File: src/rtl/core/tracker_event_packet_parser_core_defines.svh
// Assertion macros shared by the tracker event packet parser modules.
`ifndef TRACKER_EVENT_PACKET_PARSER_CORE_DEFINES_SVH
`define TRACKER_EVENT_PACKET_PARSER_CORE_DEFINES_SVH
// Implication checked at every rising clock edge outside reset.
`define TEP_ASSERT_IMP(label, clk, rst_n, lhs, rhs) \
    label: assert property (@(posedge clk) disable iff (!rst_n) (lhs) |-> (rhs)) \
        else $error("assertion failed");
// Next-cycle implication checked outside reset.
`define TEP_ASSERT_NEXT(label, clk, rst_n, lhs, rhs) \
    label: assert property (@(posedge clk) disable iff (!rst_n) (lhs) |=> (rhs)) \
        else $error("assertion failed");
`endif

File: src/rtl/core/tep_pkg.sv
// Package with record types, codes and helpers for the tracker event packet parser.
package tep_pkg;
    localparam int HdrLen = 17;
    localparam int EvtLen = 12;
    localparam int QueueDepth = 4;
    localparam logic [7:0] EventLimitReset = 8'd170;
    localparam logic [7:0] HitLimitReset = 8'd192;

    localparam logic [1:0] CFG_EVENT_LIMIT = 2'd0;
    localparam logic [1:0] CFG_HIT_LIMIT = 2'd1;
    localparam logic [1:0] CFG_BIG_ENDIAN = 2'd2;

    localparam logic [2:0] K_HEAD = 3'd0;
    localparam logic [2:0] K_EVT = 3'd1;
    localparam logic [2:0] K_HIT = 3'd2;
    localparam logic [2:0] K_OK = 3'd3;
    localparam logic [2:0] K_ERR = 3'd4;

    localparam logic [1:0] E_SHORT = 2'd0;
    localparam logic [1:0] E_EVENTS = 2'd1;
    localparam logic [1:0] E_HITS = 2'd2;

    typedef struct packed {
        logic [2:0]  record_kind;
        logic [47:0] time_value;
        logic [31:0] ident;
        logic [55:0] info;
        logic [15:0] run_number;
        logic [7:0]  layer;
        logic [2:0]  module_res;
        logic [2:0]  row;
        logic [4:0]  channel;
        logic [10:0] adc_value;
        logic [1:0]  asic_code;
        logic [1:0]  error_code;
    } rec_t;

    // Up to two records caused by one byte.
    typedef struct packed {
        logic n0;
        logic n1;
        rec_t r0;
        rec_t r1;
    } pair_t;

    localparam int RecW = $bits(rec_t);
    localparam int PairW = $bits(pair_t);

    function automatic rec_t rec_blank(input logic [2:0] kind);
        rec_t r;
        r = '0;
        r.record_kind = kind;
        return r;
    endfunction

    function automatic logic [15:0] f2(input logic [7:0] a, input logic [7:0] b,
                                       input logic be);
        return be ? {a, b} : {b, a};
    endfunction

    function automatic logic [31:0] f4(input logic [7:0] a, input logic [7:0] b,
                                       input logic [7:0] c, input logic [7:0] d,
                                       input logic be);
        return be ? {a, b, c, d} : {d, c, b, a};
    endfunction
endpackage

File: src/rtl/core/tep_front.sv
// Front part: byte parser that classifies bytes and builds up to two records per byte.
module tep_front
(
    input  logic              clk,
    input  logic              rst_n,
    input  logic              cfg_we,
    input  logic [1:0]        cfg_index,
    input  logic [7:0]        cfg_data,
    input  logic              in_fire,
    input  logic [7:0]        data_byte,
    input  logic              last_byte,
    output logic              out_valid,
    output tep_pkg::pair_t    out_pair
);
    import tep_pkg::*;
    `include "tracker_event_packet_parser_core_defines.svh"

    localparam logic [1:0] PH_HEAD = 2'd0;
    localparam logic [1:0] PH_EVT = 2'd1;
    localparam logic [1:0] PH_HIT = 2'd2;

    logic [7:0] event_limit_reg;
    logic [7:0] hit_limit_reg;
    logic       big_endian_reg;

    logic [1:0] phase_reg, phase_next;
    logic [4:0] offset_reg, offset_next;
    logic [7:0] hdr_reg [HdrLen+2];
    logic [7:0] evt_reg [EvtLen];
    logic [8:0] events_reg, events_next;
    logic [7:0] hits_left_reg, hits_left_next;
    logic [15:0] hit_total_reg, hit_total_next;
    logic [15:0] partial_reg;
    logic       discard_reg, discard_next;
    pair_t      pair_next;
    logic       emit;

    // Combined views of the stored bytes and the byte in flight.
    logic [7:0] ver;
    logic [7:0] h16_now;
    logic [7:0] e0, e1, e2, e3, e4, e5, e6, e7, e8, e9, e10, e11;
    rec_t       rec_a, rec_b;
    logic       a_v, b_v;
    logic       ver4;

    always_ff @(posedge clk or negedge rst_n)
    begin
        if (!rst_n)
        begin
            event_limit_reg <= EventLimitReset;
            hit_limit_reg <= HitLimitReset;
            big_endian_reg <= 1'b0;
        end
        else if (cfg_we)
        begin
            case (cfg_index)
                CFG_EVENT_LIMIT: event_limit_reg <= cfg_data;
                CFG_HIT_LIMIT:   hit_limit_reg <= cfg_data;
                CFG_BIG_ENDIAN:  big_endian_reg <= cfg_data[0];
                default: ;
            endcase
        end
    end

    assign h16_now = (offset_reg == 5'd16) ? data_byte : hdr_reg[16];
    assign ver = hdr_reg[16];
    assign ver4 = ver >= 8'd4;
    assign e0 = evt_reg[0];  assign e1 = evt_reg[1];  assign e2 = evt_reg[2];
    assign e3 = evt_reg[3];  assign e4 = evt_reg[4];  assign e5 = evt_reg[5];
    assign e6 = evt_reg[6];  assign e7 = evt_reg[7];  assign e8 = evt_reg[8];
    assign e9 = evt_reg[9];  assign e10 = evt_reg[10];
    assign e11 = data_byte;

    always_comb
    begin
        logic [4:0] off1;
        logic       need2;
        logic [7:0] r0b, r1b;
        logic [8:0] ev1;
        logic [7:0] hl;
        phase_next = phase_reg;
        offset_next = offset_reg;
        events_next = events_reg;
        hits_left_next = hits_left_reg;
        hit_total_next = hit_total_reg;
        discard_next = discard_reg;
        a_v = 1'b0;
        b_v = 1'b0;
        rec_a = '0;
        rec_b = '0;
        off1 = offset_reg + 5'd1;
        need2 = h16_now >= 8'd5;
        r0b = (offset_reg == 5'd17) ? data_byte : hdr_reg[17];
        r1b = data_byte;
        ev1 = events_reg + 9'd1;
        hl = hits_left_reg;
        if (discard_reg)
        begin
            if (last_byte)
            begin
                discard_next = 1'b0;
                phase_next = PH_HEAD;
                offset_next = '0;
                events_next = '0;
                hits_left_next = '0;
                hit_total_next = '0;
            end
        end
        else
        begin
            case (phase_reg)
                PH_HEAD:
                begin
                    offset_next = off1;
                    if (off1 <= 5'(HdrLen) || (need2 && off1 < 5'(HdrLen + 2)))
                    begin
                        if (last_byte)
                        begin
                            a_v = 1'b1;
                            rec_a = rec_blank(K_ERR);
                            rec_a.error_code = E_SHORT;
                            offset_next = '0;
                        end
                    end
                    else
                    begin
                        a_v = 1'b1;
                        rec_a = rec_blank(K_HEAD);
                        rec_a.time_value = {f2(hdr_reg[14], hdr_reg[15], big_endian_reg),
                            f4(hdr_reg[10], hdr_reg[11], hdr_reg[12], hdr_reg[13],
                               big_endian_reg)};
                        rec_a.ident = {f2(hdr_reg[0], hdr_reg[1], big_endian_reg),
                            f2(hdr_reg[2], hdr_reg[3], big_endian_reg)};
                        rec_a.info = {hdr_reg[4], hdr_reg[5],
                            f2(hdr_reg[6], hdr_reg[7], big_endian_reg),
                            f2(hdr_reg[8], hdr_reg[9], big_endian_reg), ver};
                        rec_a.run_number = need2 ? f2(r0b, r1b, big_endian_reg)
                                                 : {8'd0, r0b};
                        phase_next = PH_EVT;
                        offset_next = '0;
                        events_next = '0;
                        hit_total_next = '0;
                        // No events seen yet, so only the end check applies here.
                        if (last_byte)
                        begin
                            b_v = 1'b1;
                            rec_b = rec_blank(ver4 ? K_OK : K_ERR);
                            rec_b.error_code = E_SHORT;
                            phase_next = PH_HEAD;
                        end
                    end
                end
                PH_EVT:
                begin
                    if (offset_reg == 5'd0 && last_byte && data_byte == 8'hff && ver4)
                    begin
                        a_v = 1'b1;
                        rec_a = rec_blank(K_OK);
                        rec_a.info = {40'd0, hit_total_reg};
                        phase_next = PH_HEAD;
                        events_next = '0;
                        hit_total_next = '0;
                    end
                    else if (off1 < 5'(EvtLen))
                    begin
                        offset_next = off1;
                        if (last_byte)
                        begin
                            a_v = 1'b1;
                            rec_a = rec_blank(K_ERR);
                            rec_a.error_code = E_SHORT;
                            phase_next = PH_HEAD;
                            offset_next = '0;
                            events_next = '0;
                            hit_total_next = '0;
                        end
                    end
                    else
                    begin
                        offset_next = '0;
                        if (e0 > hit_limit_reg)
                        begin
                            a_v = 1'b1;
                            rec_a = rec_blank(K_ERR);
                            rec_a.error_code = E_HITS;
                            if (last_byte)
                            begin
                                phase_next = PH_HEAD;
                                events_next = '0;
                                hit_total_next = '0;
                            end
                            else
                            begin
                                discard_next = 1'b1;
                            end
                        end
                        else
                        begin
                            a_v = 1'b1;
                            rec_a = rec_blank(K_EVT);
                            rec_a.time_value = {f2(e10, e11, big_endian_reg),
                                f4(e6, e7, e8, e9, big_endian_reg)};
                            rec_a.ident = f4(e2, e3, e4, e5, big_endian_reg);
                            rec_a.info = {40'd0, e0, e1};
                            if (e0 == 8'd0)
                            begin
                                events_next = ev1;
                                if (ev1 > {1'b0, event_limit_reg})
                                begin
                                    b_v = 1'b1;
                                    rec_b = rec_blank(K_ERR);
                                    rec_b.error_code = E_EVENTS;
                                    if (last_byte)
                                    begin
                                        phase_next = PH_HEAD;
                                        events_next = '0;
                                        hit_total_next = '0;
                                    end
                                    else
                                    begin
                                        discard_next = 1'b1;
                                    end
                                end
                                else if (last_byte)
                                begin
                                    b_v = 1'b1;
                                    rec_b = rec_blank(ver4 ? K_OK : K_ERR);
                                    rec_b.info = ver4 ? {40'd0, hit_total_reg} : '0;
                                    rec_b.error_code = E_SHORT;
                                    phase_next = PH_HEAD;
                                    events_next = '0;
                                    hit_total_next = '0;
                                end
                            end
                            else
                            begin
                                hits_left_next = e0;
                                phase_next = PH_HIT;
                                if (last_byte)
                                begin
                                    b_v = 1'b1;
                                    rec_b = rec_blank(K_ERR);
                                    rec_b.error_code = E_SHORT;
                                    phase_next = PH_HEAD;
                                    events_next = '0;
                                    hits_left_next = '0;
                                    hit_total_next = '0;
                                end
                            end
                        end
                    end
                end
                default:
                begin
                    if (offset_reg < 5'd2)
                    begin
                        offset_next = off1;
                        if (last_byte)
                        begin
                            a_v = 1'b1;
                            rec_a = rec_blank(K_ERR);
                            rec_a.error_code = E_SHORT;
                            phase_next = PH_HEAD;
                            offset_next = '0;
                            events_next = '0;
                            hits_left_next = '0;
                            hit_total_next = '0;
                        end
                    end
                    else
                    begin
                        a_v = 1'b1;
                        rec_a = rec_blank(K_HIT);
                        rec_a.layer = hdr_reg[4] + 8'd128;
                        rec_a.module_res = partial_reg[7:5];
                        rec_a.row = partial_reg[10:8];
                        rec_a.channel = partial_reg[4:0];
                        rec_a.adc_value = {data_byte[5:0], partial_reg[15:11]};
                        rec_a.asic_code = data_byte[7:6];
                        offset_next = '0;
                        hit_total_next = hit_total_reg + 16'd1;
                        if (hl > 8'd0)
                        begin
                            hl = hl - 8'd1;
                        end
                        hits_left_next = hl;
                        if (hl == 8'd0)
                        begin
                            events_next = ev1;
                            phase_next = PH_EVT;
                            if (ev1 > {1'b0, event_limit_reg})
                            begin
                                b_v = 1'b1;
                                rec_b = rec_blank(K_ERR);
                                rec_b.error_code = E_EVENTS;
                                if (last_byte)
                                begin
                                    phase_next = PH_HEAD;
                                    events_next = '0;
                                    hit_total_next = '0;
                                end
                                else
                                begin
                                    discard_next = 1'b1;
                                end
                            end
                            else if (last_byte)
                            begin
                                b_v = 1'b1;
                                rec_b = rec_blank(ver4 ? K_OK : K_ERR);
                                rec_b.info = ver4 ? {40'd0, hit_total_next} : '0;
                                rec_b.error_code = E_SHORT;
                                phase_next = PH_HEAD;
                                events_next = '0;
                                hit_total_next = '0;
                            end
                        end
                        else if (last_byte)
                        begin
                            b_v = 1'b1;
                            rec_b = rec_blank(K_ERR);
                            rec_b.error_code = E_SHORT;
                            phase_next = PH_HEAD;
                            events_next = '0;
                            hits_left_next = '0;
                            hit_total_next = '0;
                        end
                    end
                end
            endcase
        end
        // Accept records carry no error code; error records no total.
        if (rec_a.record_kind != K_ERR) rec_a.error_code = '0;
        if (rec_b.record_kind != K_ERR) rec_b.error_code = '0;
        if (rec_b.record_kind == K_ERR) rec_b.info = '0;
        pair_next.n0 = a_v;
        pair_next.n1 = b_v;
        pair_next.r0 = rec_a;
        pair_next.r1 = rec_b;
        emit = a_v;
    end

    always_ff @(posedge clk or negedge rst_n)
    begin
        if (!rst_n)
        begin
            phase_reg <= PH_HEAD;
            offset_reg <= '0;
            events_reg <= '0;
            hits_left_reg <= '0;
            hit_total_reg <= '0;
            discard_reg <= 1'b0;
            out_valid <= 1'b0;
            for (int i = 0; i < HdrLen + 2; i++) hdr_reg[i] <= '0;
            for (int i = 0; i < EvtLen; i++) evt_reg[i] <= '0;
        end
        else
        begin
            out_valid <= in_fire && emit;
            if (in_fire)
            begin
                phase_reg <= phase_next;
                offset_reg <= offset_next;
                events_reg <= events_next;
                hits_left_reg <= hits_left_next;
                hit_total_reg <= hit_total_next;
                discard_reg <= discard_next;
                if (!discard_reg && phase_reg == PH_HEAD && offset_reg < 5'(HdrLen + 2))
                begin
                    hdr_reg[offset_reg] <= data_byte;
                end
                if (!discard_reg && phase_reg == PH_EVT && offset_reg < 5'(EvtLen))
                begin
                    evt_reg[offset_reg[3:0]] <= data_byte;
                end
                if (!discard_reg && phase_reg == PH_HIT && offset_reg == 5'd0)
                begin
                    partial_reg <= {8'd0, data_byte};
                end
                if (!discard_reg && phase_reg == PH_HIT && offset_reg == 5'd1)
                begin
                    partial_reg <= {data_byte, partial_reg[7:0]};
                end
            end
        end
    end

    always_ff @(posedge clk)
    begin
        if (in_fire)
        begin
            out_pair <= pair_next;
        end
    end

    `TEP_ASSERT_NEXT(a_emit_only_on_fire, clk, rst_n, !in_fire, !out_valid)
    `TEP_ASSERT_IMP(a_second_needs_first, clk, rst_n, out_valid && out_pair.n1, out_pair.n0)
    `TEP_ASSERT_IMP(a_offset_bound, clk, rst_n, 1'b1, offset_reg <= 5'(HdrLen + 1))
endmodule

File: src/rtl/core/tep_queue.sv
// Short queue of record pairs between the parser and the output stage.
module tep_queue
#(
    parameter int Depth = tep_pkg::QueueDepth
)
(
    input  logic           clk,
    input  logic           rst_n,
    input  logic           push,
    input  tep_pkg::pair_t push_data,
    input  logic           pop,
    output logic           not_empty,
    output logic [$clog2(Depth+1)-1:0] count,
    output tep_pkg::pair_t head
);
    import tep_pkg::*;
    `include "tracker_event_packet_parser_core_defines.svh"

    localparam int AW = (Depth > 1) ? $clog2(Depth) : 1;
    pair_t mem_reg [Depth];
    logic [AW-1:0] wr_reg, rd_reg;
    logic [$clog2(Depth+1)-1:0] cnt_reg;

    assign not_empty = cnt_reg != '0;
    assign count = cnt_reg;
    assign head = mem_reg[rd_reg];

    always_ff @(posedge clk or negedge rst_n)
    begin
        if (!rst_n)
        begin
            wr_reg <= '0;
            rd_reg <= '0;
            cnt_reg <= '0;
        end
        else
        begin
            if (push)
            begin
                wr_reg <= (wr_reg == AW'(Depth - 1)) ? '0 : wr_reg + 1'b1;
            end
            if (pop)
            begin
                rd_reg <= (rd_reg == AW'(Depth - 1)) ? '0 : rd_reg + 1'b1;
            end
            cnt_reg <= cnt_reg + (push ? 1'b1 : 1'b0) - (pop ? 1'b1 : 1'b0);
        end
    end

    always_ff @(posedge clk)
    begin
        if (push)
        begin
            mem_reg[wr_reg] <= push_data;
        end
    end

    `TEP_ASSERT_IMP(a_no_overflow, clk, rst_n, push && !pop, cnt_reg != ($clog2(Depth+1))'(Depth))
    `TEP_ASSERT_IMP(a_no_underflow, clk, rst_n, pop, cnt_reg != '0)
endmodule

File: src/rtl/core/tep_back.sv
// Back part: drains record pairs one record per transfer onto the output stream.
module tep_back
(
    input  logic           clk,
    input  logic           rst_n,
    input  logic           q_valid,
    input  tep_pkg::pair_t q_head,
    output logic           q_pop,
    output logic           m_tvalid,
    input  logic           m_tready,
    output tep_pkg::rec_t  m_rec
);
    import tep_pkg::*;

    logic second_reg;

    assign m_tvalid = q_valid;
    assign m_rec = second_reg ? q_head.r1 : q_head.r0;
    assign q_pop = q_valid && m_tready && (second_reg || !q_head.n1);

    always_ff @(posedge clk or negedge rst_n)
    begin
        if (!rst_n)
        begin
            second_reg <= 1'b0;
        end
        else if (q_valid && m_tready)
        begin
            second_reg <= !second_reg && q_head.n1;
        end
    end
endmodule

File: src/rtl/core/tracker_event_packet_parser_core.sv
// Top level of the tracker event packet parser.
// The parser takes one packet byte per transfer on the slave stream (tdata = data_byte,
// tlast = last_byte) and can take a byte in every cycle. The front parser forms a byte's
// records and registers them, a four-entry queue holds them, and the back stage sends one
// record per output transfer, so a byte that causes two records holds the output for two
// transfers. Input is taken while the queue has room for the byte in flight, so stalls on
// the output side reach the input only after the queue fills. Configuration writes must go
// in only while idle; the user is bound to this and the block itself does not enforce it.
module tracker_event_packet_parser_core
(
    input  logic         clk,
    input  logic         rst_n,
    input  logic         cfg_we,
    input  logic [1:0]   cfg_index,
    input  logic [7:0]   cfg_data,
    input  logic         s_tvalid,
    output logic         s_tready,
    input  logic [7:0]   s_tdata,   // data_byte
    input  logic         s_tlast,   // last_byte
    output logic         m_tvalid,
    input  logic         m_tready,
    // record_kind, time_value, ident, info, run_number, layer, module_res, row,
    // channel, adc_value, asic_code, error_code, then zero fill to 192 bits
    output logic [191:0] m_tdata
);
    import tep_pkg::*;

    logic  in_fire, f_valid, q_ne, q_pop;
    pair_t f_pair, q_head;
    rec_t  rec;
    logic [$clog2(QueueDepth+1)-1:0] q_count;

    // Room for the queue contents plus one pair still in the front register.
    assign s_tready = q_count < ($clog2(QueueDepth+1))'(QueueDepth - 1);
    assign in_fire = s_tvalid && s_tready;

    tep_front u_front (
        .clk(clk), .rst_n(rst_n), .cfg_we(cfg_we), .cfg_index(cfg_index),
        .cfg_data(cfg_data), .in_fire(in_fire), .data_byte(s_tdata),
        .last_byte(s_tlast), .out_valid(f_valid), .out_pair(f_pair)
    );

    tep_queue #(.Depth(QueueDepth)) u_queue (
        .clk(clk), .rst_n(rst_n), .push(f_valid), .push_data(f_pair), .pop(q_pop),
        .not_empty(q_ne), .count(q_count), .head(q_head)
    );

    tep_back u_back (
        .clk(clk), .rst_n(rst_n), .q_valid(q_ne), .q_head(q_head), .q_pop(q_pop),
        .m_tvalid(m_tvalid), .m_tready(m_tready), .m_rec(rec)
    );

    assign m_tdata = {(192 - RecW)'(0), rec.error_code, rec.asic_code, rec.adc_value,
        rec.channel, rec.row, rec.module_res, rec.layer, rec.run_number, rec.info,
        rec.ident, rec.time_value, rec.record_kind};
endmodule

File: config.mk
export PLATFORM = sky130hd
export DESIGN_NAME = tracker_event_packet_parser_core
export DESIGN_NICKNAME = d
export VERILOG_FILES = /design/src/rtl/core/tep_pkg.sv /design/src/rtl/core/tep_front.sv /design/src/rtl/core/tep_queue.sv /design/src/rtl/core/tep_back.sv /design/src/rtl/core/tracker_event_packet_parser_core.sv
export VERILOG_INCLUDE_DIRS = /design/src /design/src/rtl/core
export SDC_FILE = /design/constraint.sdc
export NUM_CORES = 2
export LEC_CHECK = 0
export CORE_ASPECT_RATIO = 0.6
export CORE_UTILIZATION = 50
export DETAILED_ROUTE_END_ITERATION = 6
export DONT_BUFFER_PORTS = 1
export PLACE_DENSITY = 0.68
export SLEW_MARGIN = 0
export SYNTH_ARGS = -nofsm -noshare
export SYNTH_HDL_FRONTEND = slang
export SYNTH_HIERARCHICAL = 1
export SYNTH_SLANG_ARGS = --single-unit
File: constraint.sdc
create_clock -name clk -period 19.55 [get_ports clk]
set_clock_uncertainty 0.05 [all_clocks]
set_input_delay 5.865 -clock clk [delete_from_list [all_inputs] [get_ports clk]]
set_output_delay 5.865 -clock clk [all_outputs]
set_load 0.01 [all_outputs]
==> results.cfg <==
[clocking]
cts-resized-gates = 0
cts_setup_buffers = 0
ctsLongestPathBuffers = 4
cts_made_buffers = 189
path_clk_slew_ns = 0.07
cts_tree = built
cts.htree.levels = 4
cts.sinks = 2039
clockRootBuffer = clkbuf_16
clock_latency_ns = 0.82
ctsHoldBuffers = 0

[synth]
syn-cell-area_um2 = 83500
synth.avg_cell_area_um2 = 19.3
ys_warn_count = 6
synthCells = 4335

[critical_path]
critPathArrivalTime_ns = 4.29
path_delay_family = buffers and inverters
cpMostUsedCell = buf_12
timing.critical_path.cells = buf_12 > buf_12 > mux4_2 > mux2_2
path_class = flip-flop to primary output
rr_startpoint = u_front/offset_reg[0]$_DFFE_PN0P_
r2r_end = u_front/out_pair[302]$_SDFFCE_PP0P_
path_buf_inv = 2
cp_num_cells = 4
critPathMaxFanout = 149
crit_slowest_cell = dfrtp_4
cpPeakStageDelay_ns = 0.95
r2r_cells = 9
start_kind = flip-flop
startpoint = u_queue/rd_reg[1]$_DFFE_PN0P_
critPathCaptureType = primary output
required_ns = 13.64
rrSetupSlack_ns = 14.20
crit_end = m_tdata[22]

[route]
route.vias.total = 38845
drcViolationCount = 0
ant_nets = 0
routed_via_density = 5.80
wl_per_cell_um = 25.4
drt_first_pass_iters = 6
routed_wl_mm = 170
drt_iter0_markers = 3450

[timing]
drv_slew = 0
hold_ws_ns = 0.427
max_slew_margin = 0.211
finalSetupTns_ns = 0
worst_slack_ns = 9.34
finalHoldViolCount = 0
worstMarginPinSlew_ns = 1.18
fin_crit_ns = 10.21
rsz0062_at_grt = false
finalSetupViolCount = 0
maxClockFrequency_mhz = 98.0
min_period_over_period = 0.522

[final_layout]
finalNonFillerCells = 6693
final_util = 0.548
final_common_cell = edfxtp_1
fin_area_um2 = 90300
largest_reg_flops = 1516
fin_nets = 4377
layout-drive-gt1-share = 0.265
layout_common_cells = 1740 x edfxtp_1, 458 x mux2_2, 379 x mux4_2, 289 x dfrtp_1, 195 x mux2i_1
fillerInstances = 12429
syn2layout_area_growth_pct = 8.18

[floorplanning]
fp.dieH_um = 318
die_w_um = 529
rows = 115
num_io_pins = 218
die-area_um2 = 169000
start_util = 0.507
coreArea_um2 = 165000

[place]
gp_congestion = 0.850
place_area_um2 = 84300
dp.cells = 6352
numPortBuffers = 0
dpl.hpwl_mm = 96.6
post-place-ws_ns = 10.10

[global_route]
grtUsageMet3 = 0.0463
grt_use_met1 = 0.309
grt_start_max_net_pins = 301
antenna_found_initial = 10
grtUsageMet2 = 0.293
gr-total-overflow = 0
track_usage = 0.202
grt_pass1_wl_mm = 255
grt_pass1_vias = 39127
grt.busiest_layer = met1

[job]
cap_violations = 0

[power]
peakVddDrop_uv = 184
power.leakage_nw = 31.1
power_mw = 12.0
p_per_area_nw_per_um2 = 132

[min_path]
worst_hold_path_type = flip-flop to flip-flop

[outcome]
status = completed
[worst register-to-register path, cell delays in order (launching register included)]
cell,delay (ns)
dfrtp_1,0.54
inv_1,0.18
ha_1,0.44
nor4bb_1,0.87
or4b_4,0.32
a221oi_2,0.07
nor3_2,0.57
nand2b_4,0.65
buf_4,0.87
o22ai_1,0.43
[layer usage]
metal  vias to the layer above  routed length, µm
li1                      17004                  -
met1                     20460              78400
met2                      1135              75500
met3                       246              12300
met4                         0               3950
met5                         -                  0
[worst min-delay path by stage]
| stage | startpoint | to | slack [ns] | cells after the start |
|---|---|---|---|---|
| 2_1_floorplan | u_front/out_pair[0]$_SDFFCE_PP0P_ | u_queue/mem_reg[0][0]$_DFFE_PP_ | 0.41 | 0 |
| 3_3_place_gp | u_front/out_pair[224]$_SDFFCE_PP0P_ | u_queue/mem_reg[3][224]$_DFFE_PP_ | 0.42 | 0 |
| 3_5_place_dp | u_front/out_pair[257]$_SDFFCE_PP0P_ | u_queue/mem_reg[0][257]$_DFFE_PP_ | 0.43 | 0 |
| 4_1_cts | u_front/out_pair[256]$_SDFFCE_PP0P_ | u_queue/mem_reg[1][256]$_DFFE_PP_ | 0.43 | 0 |
| 5_1_grt | u_front/out_pair[257]$_SDFFCE_PP0P_ | u_queue/mem_reg[1][257]$_DFFE_PP_ | 0.45 | 0 |
| 6_report | u_front/out_pair[256]$_SDFFCE_PP0P_ | u_queue/mem_reg[1][256]$_DFFE_PP_ | 0.43 | 0 |
[power breakdown]
group / switching (mW) / internal (mW) / leakage (nW)
sequential: 0.307 / 5.26 / 19.9
combinational: 1.51 / 1.27 / 8.26
clock: 1.55 / 2.05 / 2.92
total: 3.37 / 8.58 / 31.1
[cell type report]
cell class / instances / area (µm²) / area share
timing repair buffer: 46 / 483 / 0.00535
clock inverter: 87 / 902 / 0.00999
inverter: 41 / 154 / 0.00170
clock buffer: 246 / 5110 / 0.0566
antenna: 8 / 20.0 / 0.000222
multi-input combinational: 2003 / 21100 / 0.233
tap: 2223 / 2780 / 0.0308
sequential: 2039 / 59800 / 0.662
Note: power is estimated with default switching activity, not from simulation.
